===== src/design/pdm_pkg.sv =====
// ----------------------------------------------------------------------------
// pdm_pkg: shared constants and types for the dual motor PID mixer
// Field widths, fixed point positions, register indexes, sequencer states
// and the request/status bundles of the iterative divider.
// ----------------------------------------------------------------------------
package pdm_pkg;

	// fixed point positions
	localparam int ANGLE_FRAC_BITS = 8;
	localparam int GAIN_FRAC_BITS  = 8;

	// port field widths
	localparam int ANGLE_W   = 17;
	localparam int TGT_W     = 9;
	localparam int ELAPSED_W = 16;
	localparam int GAIN_W    = 16;
	localparam int THR_W     = 12;
	localparam int OFS_W     = 8;
	localparam int PWM_L_W   = 13;
	localparam int PWM_R_W   = 12;
	localparam int CORR_W    = 11;

	// configuration port
	localparam int CFG_IDX_W  = 3;
	localparam int CFG_DATA_W = 16;

	localparam logic [CFG_IDX_W-1:0] CFG_GAIN_P      = 3'd0;
	localparam logic [CFG_IDX_W-1:0] CFG_GAIN_I      = 3'd1;
	localparam logic [CFG_IDX_W-1:0] CFG_GAIN_D      = 3'd2;
	localparam logic [CFG_IDX_W-1:0] CFG_THR_LEFT    = 3'd3;
	localparam logic [CFG_IDX_W-1:0] CFG_THR_RIGHT   = 3'd4;
	localparam logic [CFG_IDX_W-1:0] CFG_SPEED_MIN   = 3'd5;
	localparam logic [CFG_IDX_W-1:0] CFG_SPEED_MAX   = 3'd6;
	localparam logic [CFG_IDX_W-1:0] CFG_STABLE_OFS  = 3'd7;

	// register reset values
	localparam logic [THR_W-1:0] THR_LEFT_RST  = 12'd1430;
	localparam logic [THR_W-1:0] THR_RIGHT_RST = 12'd1345;
	localparam logic [THR_W-1:0] SPEED_MIN_RST = 12'd1325;
	localparam logic [THR_W-1:0] SPEED_MAX_RST = 12'd1500;
	localparam logic [OFS_W-1:0] STABLE_OFS_RST = 8'd82;

	// datapath widths
	localparam int TQ_W      = TGT_W + ANGLE_FRAC_BITS;
	localparam int ERR_W     = ((ANGLE_W > TQ_W) ? ANGLE_W : TQ_W) + 1;
	localparam int DERR_W    = ERR_W + 1;
	localparam int P_W       = GAIN_W + ERR_W;
	localparam int INT_W     = 32;
	localparam int ACC_W     = P_W + 1;
	localparam int D1_W      = GAIN_W + DERR_W;
	localparam int DSCALE    = 1000;
	localparam int DSCALE_W  = 10;
	localparam int DPROD_W   = D1_W + DSCALE_W;
	localparam int DIV_W     = DPROD_W - 1;
	localparam int DIV_CNT_W = $clog2(DIV_W);
	localparam int MUL_A_W   = D1_W;
	localparam int MUL_W     = MUL_A_W + GAIN_W + 1;
	localparam int SUM_W     = DPROD_W + 2;
	localparam int SUM_SHIFT = ANGLE_FRAC_BITS + GAIN_FRAC_BITS;
	localparam int CORR_LIM  = 1000;
	localparam int INT_WIN   = 5;

	typedef enum logic [3:0] {
		ST_IDLE,
		ST_MUL_P,
		ST_MUL_I,
		ST_MUL_D1,
		ST_MUL_D2,
		ST_DIV_GO,
		ST_DIV,
		ST_SUM,
		ST_TRUNC,
		ST_MIX
	} pdm_state_t;

	typedef struct packed {
		logic                 start;
		logic [DIV_W-1:0]     dividend;
		logic [ELAPSED_W-1:0] divisor;
	} div_req_t;

	typedef struct packed {
		logic             busy;
		logic [DIV_W-1:0] quotient;
	} div_stat_t;

endpackage


===== src/design/pdm_div.sv =====
// ----------------------------------------------------------------------------
// pdm_div: unsigned restoring divider
// One quotient bit per cycle; busy drops once the last bit has been formed.
// ----------------------------------------------------------------------------
module pdm_div (
	input  logic              clk,
	input  logic              arst_n,
	input  pdm_pkg::div_req_t req,
	output pdm_pkg::div_stat_t stat
);
	import pdm_pkg::*;

	logic                 busy_q;
	logic [DIV_CNT_W-1:0] cnt_q;
	logic [DIV_W-1:0]     quo_q;
	logic [ELAPSED_W-1:0] rem_q;
	logic [ELAPSED_W-1:0] dsr_q;
	logic [ELAPSED_W:0]   rem_sh;
	logic                 ge;
	logic [ELAPSED_W:0]   rem_sub;

	assign rem_sh  = {rem_q, quo_q[DIV_W-1]};
	assign ge      = rem_sh >= {1'b0, dsr_q};
	assign rem_sub = rem_sh - {1'b0, dsr_q};

	always_ff @(posedge clk or negedge arst_n) begin
		if (!arst_n) begin
			busy_q <= 1'b0;
			cnt_q  <= '0;
		end else if (req.start) begin
			busy_q <= 1'b1;
			cnt_q  <= '0;
		end else if (busy_q) begin
			cnt_q <= cnt_q + 1'b1;
			if (cnt_q == DIV_CNT_W'(DIV_W - 1)) begin
				busy_q <= 1'b0;
			end
		end
	end

	always_ff @(posedge clk) begin
		if (req.start) begin
			quo_q <= req.dividend;
			rem_q <= '0;
			dsr_q <= req.divisor;
		end else if (busy_q) begin
			quo_q <= {quo_q[DIV_W-2:0], ge};
			rem_q <= ge ? rem_sub[ELAPSED_W-1:0] : rem_sh[ELAPSED_W-1:0];
		end
	end

	assign stat.busy     = busy_q;
	assign stat.quotient = quo_q;

endmodule


===== src/design/pid_dual_motor_mixer.sv =====
// ----------------------------------------------------------------------------
// pid_dual_motor_mixer: PID tilt controller mixed onto two motor drives
// Conditional integration, saturating integral, derivative scaled by
// 1000/elapsed_ms, correction clamped and split onto left and right drives.
// ----------------------------------------------------------------------------
//
//  channel | direction | handshake             | payload
//  --------+-----------+-----------------------+----------------------------------
//  in      | sink      | in_valid / in_ready   | angle, target_angle, elapsed_ms
//  out     | source    | out_valid / out_ready | pwm_left, pwm_right, correction,
//          |           |                       | stable
//  cfg     | sink      | cfg_valid / cfg_ready | cfg_index, cfg_data
//
//  A request is accepted only while the sequencer is idle; when elapsed_ms is zero
//  the 44-step restoring divider for the derivative is skipped.
//  The products P, I, D*gain and D*1000 go one after another through one shared
//  multiplier.
//  Reset loads the register defaults and clears the previous error, the integral
//  and the output valid; no clearing pass is needed.
//  A stalled result holds in the output register; the next request is accepted
//  meanwhile and waits in the final mixing step until the result is taken.
//  cfg_ready is always high.
// ----------------------------------------------------------------------------
module pid_dual_motor_mixer (
	input  logic                                 clk,
	input  logic                                 arst_n,
	// request channel
	input  logic                                 in_valid,
	output logic                                 in_ready,
	input  logic signed [pdm_pkg::ANGLE_W-1:0]   angle,
	input  logic signed [pdm_pkg::TGT_W-1:0]     target_angle,
	input  logic        [pdm_pkg::ELAPSED_W-1:0] elapsed_ms,
	// result channel
	output logic                                 out_valid,
	input  logic                                 out_ready,
	output logic        [pdm_pkg::PWM_L_W-1:0]   pwm_left,
	output logic        [pdm_pkg::PWM_R_W-1:0]   pwm_right,
	output logic signed [pdm_pkg::CORR_W-1:0]    correction,
	output logic                                 stable,
	// configuration channel
	input  logic                                 cfg_valid,
	output logic                                 cfg_ready,
	input  logic        [pdm_pkg::CFG_IDX_W-1:0] cfg_index,
	input  logic        [pdm_pkg::CFG_DATA_W-1:0] cfg_data
);
	import pdm_pkg::*;

	typedef enum logic [1:0] {
		MSEL_P,
		MSEL_I,
		MSEL_D1,
		MSEL_D2
	} mul_sel_t;

	typedef struct packed {
		mul_sel_t mul_sel;
		logic     div_start;
		logic     out_load;
	} seq_ctl_t;

	localparam logic signed [ERR_W-1:0] ONE_Q     = ERR_W'(1 << ANGLE_FRAC_BITS);
	localparam logic signed [ERR_W-1:0] ONE_Q_N   = -ONE_Q;
	localparam logic signed [ERR_W-1:0] IWIN_Q    = ERR_W'(INT_WIN << ANGLE_FRAC_BITS);
	localparam logic signed [ERR_W-1:0] IWIN_Q_N  = -IWIN_Q;
	localparam logic signed [SUM_W-1:0] CLIM_P    = SUM_W'(CORR_LIM);
	localparam logic signed [SUM_W-1:0] CLIM_N    = -CLIM_P;
	localparam logic signed [SUM_W-1:0] TRUNC_BIAS = SUM_W'((1 << SUM_SHIFT) - 1);

	// configuration registers
	logic [GAIN_W-1:0] gain_p_q, gain_i_q, gain_d_q;
	logic [THR_W-1:0]  thr_left_q, thr_right_q, speed_min_q, speed_max_q;
	logic [OFS_W-1:0]  stable_ofs_q;

	// controller state
	logic signed [ERR_W-1:0] last_error_q;
	logic signed [INT_W-1:0] integral_q;

	// per-request working registers
	pdm_state_t               state_q, state_d;
	seq_ctl_t                 ctl;
	logic signed [ERR_W-1:0]   err_q;
	logic signed [DERR_W-1:0]  derr_q;
	logic [ELAPSED_W-1:0]      elapsed_q;
	logic signed [P_W-1:0]     p_q;
	logic signed [D1_W-1:0]    d1_q;
	logic signed [DPROD_W-1:0] dprod_q;
	logic signed [DPROD_W-1:0] d_q;
	logic signed [SUM_W-1:0]   sum_q;
	logic signed [CORR_W-1:0]  corr_q;

	// output register
	logic                      out_valid_q;
	logic [PWM_L_W-1:0]        pwm_left_q;
	logic [PWM_R_W-1:0]        pwm_right_q;
	logic signed [CORR_W-1:0]  corr_out_q;
	logic                      stable_q;

	logic in_acc;
	logic signed [ERR_W-1:0]   err_in;
	logic signed [DERR_W-1:0]  derr_in;
	logic signed [MUL_A_W-1:0] mul_a;
	logic [GAIN_W-1:0]         mul_b;
	logic signed [MUL_W-1:0]   mul_p;
	logic signed [ACC_W-1:0]   int_acc;
	logic                      int_hi, int_lo, int_win;
	logic [DPROD_W-1:0]        dprod_mag;
	div_req_t                  div_req;
	div_stat_t                 div_stat;
	logic signed [SUM_W-1:0]   sum_b;
	logic signed [SUM_W-1:0]   sum_t;
	logic signed [CORR_W-1:0]  corr_d;
	logic signed [THR_W+1:0]   left_raw, right_raw, left_c, right_c;
	logic signed [THR_W+1:0]   smin_x, smax_x;
	logic                      stable_d;
	logic [PWM_L_W-1:0]        left_fin;

	assign cfg_ready = 1'b1;
	assign in_ready  = (state_q == ST_IDLE);
	assign in_acc    = in_valid && in_ready;

	// error in angle fraction bits; always fits ERR_W
	assign err_in  = ERR_W'(angle) - (ERR_W'(target_angle) <<< ANGLE_FRAC_BITS);
	assign derr_in = DERR_W'(err_in) - DERR_W'(last_error_q);

	// configuration writes, masked to the register width
	always_ff @(posedge clk or negedge arst_n) begin
		if (!arst_n) begin
			gain_p_q     <= '0;
			gain_i_q     <= '0;
			gain_d_q     <= '0;
			thr_left_q   <= THR_LEFT_RST;
			thr_right_q  <= THR_RIGHT_RST;
			speed_min_q  <= SPEED_MIN_RST;
			speed_max_q  <= SPEED_MAX_RST;
			stable_ofs_q <= STABLE_OFS_RST;
		end else if (cfg_valid && cfg_ready) begin
			case (cfg_index)
				CFG_GAIN_P:     gain_p_q     <= cfg_data[GAIN_W-1:0];
				CFG_GAIN_I:     gain_i_q     <= cfg_data[GAIN_W-1:0];
				CFG_GAIN_D:     gain_d_q     <= cfg_data[GAIN_W-1:0];
				CFG_THR_LEFT:   thr_left_q   <= cfg_data[THR_W-1:0];
				CFG_THR_RIGHT:  thr_right_q  <= cfg_data[THR_W-1:0];
				CFG_SPEED_MIN:  speed_min_q  <= cfg_data[THR_W-1:0];
				CFG_SPEED_MAX:  speed_max_q  <= cfg_data[THR_W-1:0];
				CFG_STABLE_OFS: stable_ofs_q <= cfg_data[OFS_W-1:0];
				default: ;
			endcase
		end
	end

	// ---------------------------------------------------------------- sequencer
	always_comb begin
		state_d = state_q;
		case (state_q)
			ST_IDLE:   if (in_acc) state_d = ST_MUL_P;
			ST_MUL_P:  state_d = ST_MUL_I;
			ST_MUL_I:  state_d = ST_MUL_D1;
			ST_MUL_D1: state_d = ST_MUL_D2;
			// no elapsed time: derivative is zero, skip the divider
			ST_MUL_D2: state_d = (elapsed_q == '0) ? ST_SUM : ST_DIV_GO;
			ST_DIV_GO: state_d = ST_DIV;
			ST_DIV:    if (!div_stat.busy) state_d = ST_SUM;
			ST_SUM:    state_d = ST_TRUNC;
			ST_TRUNC:  state_d = ST_MIX;
			// hold here while the previous result is still unread
			ST_MIX:    if (!out_valid_q || out_ready) state_d = ST_IDLE;
			default:   state_d = ST_IDLE;
		endcase
	end

	always_comb begin
		ctl = '{mul_sel: MSEL_P, div_start: 1'b0, out_load: 1'b0};
		case (state_q)
			ST_MUL_P:  ctl.mul_sel = MSEL_P;
			ST_MUL_I:  ctl.mul_sel = MSEL_I;
			ST_MUL_D1: ctl.mul_sel = MSEL_D1;
			ST_MUL_D2: ctl.mul_sel = MSEL_D2;
			ST_DIV_GO: ctl.div_start = 1'b1;
			ST_MIX:    ctl.out_load = !out_valid_q || out_ready;
			default: ;
		endcase
	end

	always_ff @(posedge clk or negedge arst_n) begin
		if (!arst_n) begin
			state_q <= ST_IDLE;
		end else begin
			state_q <= state_d;
		end
	end

	// ---------------------------------------------------------- shared multiplier
	always_comb begin
		case (ctl.mul_sel)
			MSEL_P: begin
				mul_a = MUL_A_W'(err_q);
				mul_b = gain_p_q;
			end
			MSEL_I: begin
				mul_a = MUL_A_W'(err_q);
				mul_b = gain_i_q;
			end
			MSEL_D1: begin
				mul_a = MUL_A_W'(derr_q);
				mul_b = gain_d_q;
			end
			MSEL_D2: begin
				mul_a = MUL_A_W'(d1_q);
				mul_b = GAIN_W'(DSCALE);
			end
			default: begin
				mul_a = '0;
				mul_b = '0;
			end
		endcase
	end

	assign mul_p = MUL_W'(mul_a) * MUL_W'($signed({1'b0, mul_b}));

	// integral update with saturation to the signed 32-bit range
	assign int_acc = ACC_W'(integral_q) + ACC_W'($signed(mul_p[P_W-1:0]));
	assign int_hi  = !int_acc[ACC_W-1] && (int_acc[ACC_W-2:INT_W-1] != '0);
	assign int_lo  = int_acc[ACC_W-1] && !(&int_acc[ACC_W-2:INT_W-1]);
	assign int_win = (err_q < IWIN_Q) && (err_q > IWIN_Q_N);

	// divider works on the magnitude; sign is restored afterwards
	assign dprod_mag = dprod_q[DPROD_W-1] ? -dprod_q : dprod_q;

	assign div_req.start    = ctl.div_start;
	assign div_req.dividend = dprod_mag[DIV_W-1:0];
	assign div_req.divisor  = elapsed_q;

	pdm_div u_div (
		.clk    (clk),
		.arst_n (arst_n),
		.req    (div_req),
		.stat   (div_stat)
	);

	// controller state: previous error and integral
	always_ff @(posedge clk or negedge arst_n) begin
		if (!arst_n) begin
			last_error_q <= '0;
			integral_q   <= '0;
		end else begin
			if (in_acc) begin
				last_error_q <= err_in;
			end
			if (state_q == ST_MUL_I && int_win) begin
				if (int_hi) begin
					integral_q <= {1'b0, {(INT_W-1){1'b1}}};
				end else if (int_lo) begin
					integral_q <= {1'b1, {(INT_W-1){1'b0}}};
				end else begin
					integral_q <= int_acc[INT_W-1:0];
				end
			end
		end
	end

	// sum truncated toward zero: bias negative values before the shift
	assign sum_b = sum_q + (sum_q[SUM_W-1] ? TRUNC_BIAS : '0);
	assign sum_t = sum_b >>> SUM_SHIFT;

	always_comb begin
		if (sum_t > CLIM_P) begin
			corr_d = CORR_W'(CLIM_P);
		end else if (sum_t < CLIM_N) begin
			corr_d = CORR_W'(CLIM_N);
		end else begin
			corr_d = sum_t[CORR_W-1:0];
		end
	end

	// working registers along the sequence
	always_ff @(posedge clk) begin
		case (state_q)
			ST_IDLE: begin
				if (in_acc) begin
					err_q     <= err_in;
					derr_q    <= derr_in;
					elapsed_q <= elapsed_ms;
				end
			end
			ST_MUL_P:  p_q  <= $signed(mul_p[P_W-1:0]);
			ST_MUL_D1: d1_q <= $signed(mul_p[D1_W-1:0]);
			ST_MUL_D2: begin
				dprod_q <= $signed(mul_p[DPROD_W-1:0]);
				d_q     <= '0;
			end
			ST_DIV: begin
				if (!div_stat.busy) begin
					d_q <= dprod_q[DPROD_W-1] ? -DPROD_W'(div_stat.quotient)
						: DPROD_W'(div_stat.quotient);
				end
			end
			ST_SUM:   sum_q  <= SUM_W'(p_q) + SUM_W'(integral_q) + SUM_W'(d_q);
			ST_TRUNC: corr_q <= corr_d;
			default: ;
		endcase
	end

	// --------------------------------------------------------------- mixing
	assign smin_x    = $signed({2'b00, speed_min_q});
	assign smax_x    = $signed({2'b00, speed_max_q});
	assign left_raw  = $signed({2'b00, thr_left_q}) + (THR_W+2)'(corr_q);
	assign right_raw = $signed({2'b00, thr_right_q}) - (THR_W+2)'(corr_q);

	// minimum first, then maximum: inverted limits give speed_max
	always_comb begin
		left_c = left_raw;
		if (left_c < smin_x) left_c = smin_x;
		if (left_c > smax_x) left_c = smax_x;
		right_c = right_raw;
		if (right_c < smin_x) right_c = smin_x;
		if (right_c > smax_x) right_c = smax_x;
	end

	assign stable_d = (err_q > ONE_Q_N) && (err_q < ONE_Q);
	assign left_fin = stable_d
		? {1'b0, right_c[THR_W-1:0]} + PWM_L_W'(stable_ofs_q)
		: {1'b0, left_c[THR_W-1:0]};

	// output register: hold until taken
	always_ff @(posedge clk or negedge arst_n) begin
		if (!arst_n) begin
			out_valid_q <= 1'b0;
		end else if (ctl.out_load) begin
			out_valid_q <= 1'b1;
		end else if (out_ready) begin
			out_valid_q <= 1'b0;
		end
	end

	always_ff @(posedge clk) begin
		if (ctl.out_load) begin
			pwm_left_q  <= left_fin;
			pwm_right_q <= right_c[PWM_R_W-1:0];
			corr_out_q  <= corr_q;
			stable_q    <= stable_d;
		end
	end

	assign out_valid  = out_valid_q;
	assign pwm_left   = pwm_left_q;
	assign pwm_right  = pwm_right_q;
	assign correction = corr_out_q;
	assign stable     = stable_q;

endmodule


===== config.mk =====
export PLATFORM = sky130hd
export DESIGN_NAME = pid_dual_motor_mixer
export DESIGN_NICKNAME = d
export VERILOG_FILES = /design/src/design/pdm_pkg.sv /design/src/design/pdm_div.sv /design/src/design/pid_dual_motor_mixer.sv
export SDC_FILE = /design/constraint.sdc
export NUM_CORES = 2
export LEC_CHECK = 0
export ABC_AREA = 1
export BUFFER_PORTS_ARGS = -buffer_cell sky130_fd_sc_hd__clkbuf_2
export CAP_MARGIN = 20
export CELL_PAD_IN_SITES_DETAIL_PLACEMENT = 0
export CELL_PAD_IN_SITES_GLOBAL_PLACEMENT = 1
export CORE_MARGIN = 1.5
export CORE_UTILIZATION = 35
export DETAILED_ROUTE_END_ITERATION = 8
export MAX_ROUTING_LAYER = met4
export PLACE_DENSITY = 0.66
export SYNTH_ARGS = -nofsm -noshare
export SYNTH_HDL_FRONTEND = slang
export SYNTH_SLANG_ARGS = --single-unit

===== constraint.sdc =====
create_clock -name clk -period 19.4 [get_ports clk]
set_input_delay 1.94 -clock clk [delete_from_list [all_inputs] [get_ports clk]]
set_output_delay 1.94 -clock clk [all_outputs]
set_load 0.02 [all_outputs]

==> results.md <==
* Final WL at 173100 µm
* Crit path max-delay family: adder cells
* CP Capture Type: flip-flop
* Post-route DRC at 0
* Buffers inserted by post-CTS timing repair at 0
* Status: completed
* HPWL reported at the end of detailed placement at approximately 140000 µm
* Die W at 394.3 µm
* Vias in the first global route at approximately 44000
* DRT iter0 DRCs at 2830
* Max Cap Viol at 0
* Die area at approximately 0.16 mm²
* FFs w/ async S/R, synth at a little under a third
* DR WL/cell at roughly 20 µm
* Setup CP Type: flip-flop to flip-flop
* Min cycle time layout at between 10000 and 15000 ps
* Critical Path AT at ~12000 ps
* Placed instance area at 0.05653 mm²
* Antenna violations before repair at 4
* Final TNS setup at 0 ps
* Cells after Synth at approximately 6600
* Slowest stage delay, CP at ~660 ps
* Synth cell types at 72
* Initial Util at between 30% and 40%
* Synthesized area at about 0.054 mm²
* Critical path startpoint category: flip-flop
* Largest area contributor in the netlist: edfxtp_1
* Synth top cells by count: nand2_1, inv_1, nor2_1
* Critical path's slowest cell: xnor2_1
* Least-Margin Pin Slew at roughly 1000 ps
* Later-pin clock latency in the skew report at ~670 ps
* Clock slew at reported path FFs at approximately 60 ps
* Inst Count DP at ~8700
* Nets at 7620
* Core Footprint at about 0.15 mm²
* Port-buffer cells at about 100
* Area delta synth->final at 9.844%
* Skew final at 38.35 ps
* DRT antenna net count at 0
* Grt total ovfl at 0
* Clk sinks at between 500 and 600
* RSZ-0062 raised after global routing: no
* Crit-path max FO at between 40 and 50
* Primary FF master, synth: edfxtp_1
* Leading cell type by number of instances after synthesis: nand2_1
* Largest net degree at the start of global routing at 90
* Maximum clock path buffer count at 3
* CTS resizes at 0
* Synth area leaders: edfxtp_1, fa_1, nand2_1
* I/O pins at 106
* Syn nets at about 7500
* Final Non-Filler Cells at between 8000 and 9000
* WP buf/inv at 13
* Min-delay worst type: flip-flop to flip-flop
* Count of TritonRoute iterations in the first routing pass at 6
* Via-to-Cell Ratio at around 4.9
* Global-route wire length before repair at roughly 270000 µm
* Post-synthesis sequential area ratio at 28.91%
* EDFF count, synth at between 300 and 400
* CP dominant cell by count: inv_1
* Register bit total from synthesis at 548
* Mean Syn Cell Area at between 8 and 9 µm²
* Slew headroom at 30.33%
* Final instance area at roughly 0.059 mm²
* Layout cells sized above 1 at ~5.9%
* TritonCTS clock tree: done
* Area fraction of the dominant cell type after synthesis at between 20% and 30%
* Final Max Tran Viols at 0
* YS warnings at 0
* Total global-route track usage at a little under a quarter
* Hold Vio Cnt, Final at 0
* Worst path required time at ~20000 ps
* Period utilization at 58.60%
* Placer Congestion at just over 0.9
* Die Ht at a little under 400 µm
* Fmax at a little under 90 MHz
* Vias post-DR at 43172
* FILL cells at between 15000 and 20000
* # rows at approximately 140
* H-tree depth at 3
* Cts hold-fix bufs at 0
* Clk Tree Root Cell: clkbuf_16
* Final setup fails at 0
* TritonCTS buffer count at 67
layer usage:
metal	global-route usage [%]	wire length, µm
met1	30.50	79010
met2	37.78	82130
met3	2.143	6916
met4	6.164	4993
met5	-	0
cells in the final DEF, fill, tap and decap left out, types with 103 or more instances in the layout:
cell type  Yosys  final
ha_1         333    333
fa_1         527    527
clkbuf_2       0    103
nand2_1     1494   1494
edfxtp_1     366    366
o21ai_0      398    394
nor2_1       563    558
xor2_1       137    137
nand3_1      217    217
a21oi_1      314    314
inv_1       1352   1350
dfrtp_1      140    140
path summary, 6_finish.rpt:
kind                                    from                to  slack (ps)  cells past startpoint
worst max-delay path              state_q[3]     integral_q[0]        8030                     45
worst min-delay path            elapsed_q[9]    u_div.dsr_q[9]         450                      0
worst max register to register    state_q[3]     integral_q[0]        8030                     45
worst min register to register  elapsed_q[9]    u_div.dsr_q[9]         450                      0
max in group asynchronous             arst_n  last_error_q[16]       16830                      2
min in group asynchronous             arst_n     thr_left_q[9]        1310                      1
worst reg2reg max path, delay by kind of cell (launching register included):
kind            cells  cell delay (ps)
flops               1              430
simple gates       18             3000
xor+xnor            1              660
fa+ha+maj           8             3880
compound gates      5              990
buf+inv            13             2310
per-stage QoR:
stage               setup slack [ps]  hold slack (ps)  utilization, %
floorplan                       9973            426.8               -
global placement                8093            433.7           37.20
detailed placement              8144            435.4           37.21
CTS                             8105            448.1           38.75
global route                    7385            459.6           38.75
finish                          8033            445.7           38.76
sequential cells by signal, indices dropped and copies added (netlist names), 18 cells and up:
| register | cells |
|---|---|
| d1_q | 35 |
| d_q | 45 |
| derr_q | 19 |
| dprod_q | 45 |
| err_q | 18 |
| integral_q | 32 |
| last_error_q | 18 |
| p_q | 34 |
| sum_q | 46 |
| u_div.quo_q | 44 |
kinds of logic after synthesis:
family | count (synthesis) | share of synthesized area, %
buffers and inverters | 1518 | 10.78
adder cells (fa/ha/maj) | 860 | 27.46
AO/OA/AOI/OAI | 938 | 9.805
other | 1 | 0.006997
flip-flops | 548 | 28.91
AND/OR/NAND/NOR | 2535 | 19.55
XOR/XNOR | 213 | 3.481
cell type report:
type | instances | area, µm² | share of cell area [%]
Antenna cell | 2 | 5.005 | 0.008501
Clock buffer | 77 | 1745 | 2.965
Clock inverter | 46 | 594.3 | 1.009
Inverter | 1372 | 5157 | 8.760
Multi-Input combinational cell | 4547 | 32390 | 55.02
Sequential cell | 548 | 15500 | 26.32
Tap cell | 2030 | 2540 | 4.314
Timing Repair Buffer | 158 | 942.2 | 1.600
Power is left out: the tool's default activity adds up to more than one toggle a clock period on the data nets, which glitch-free logic cannot reach.
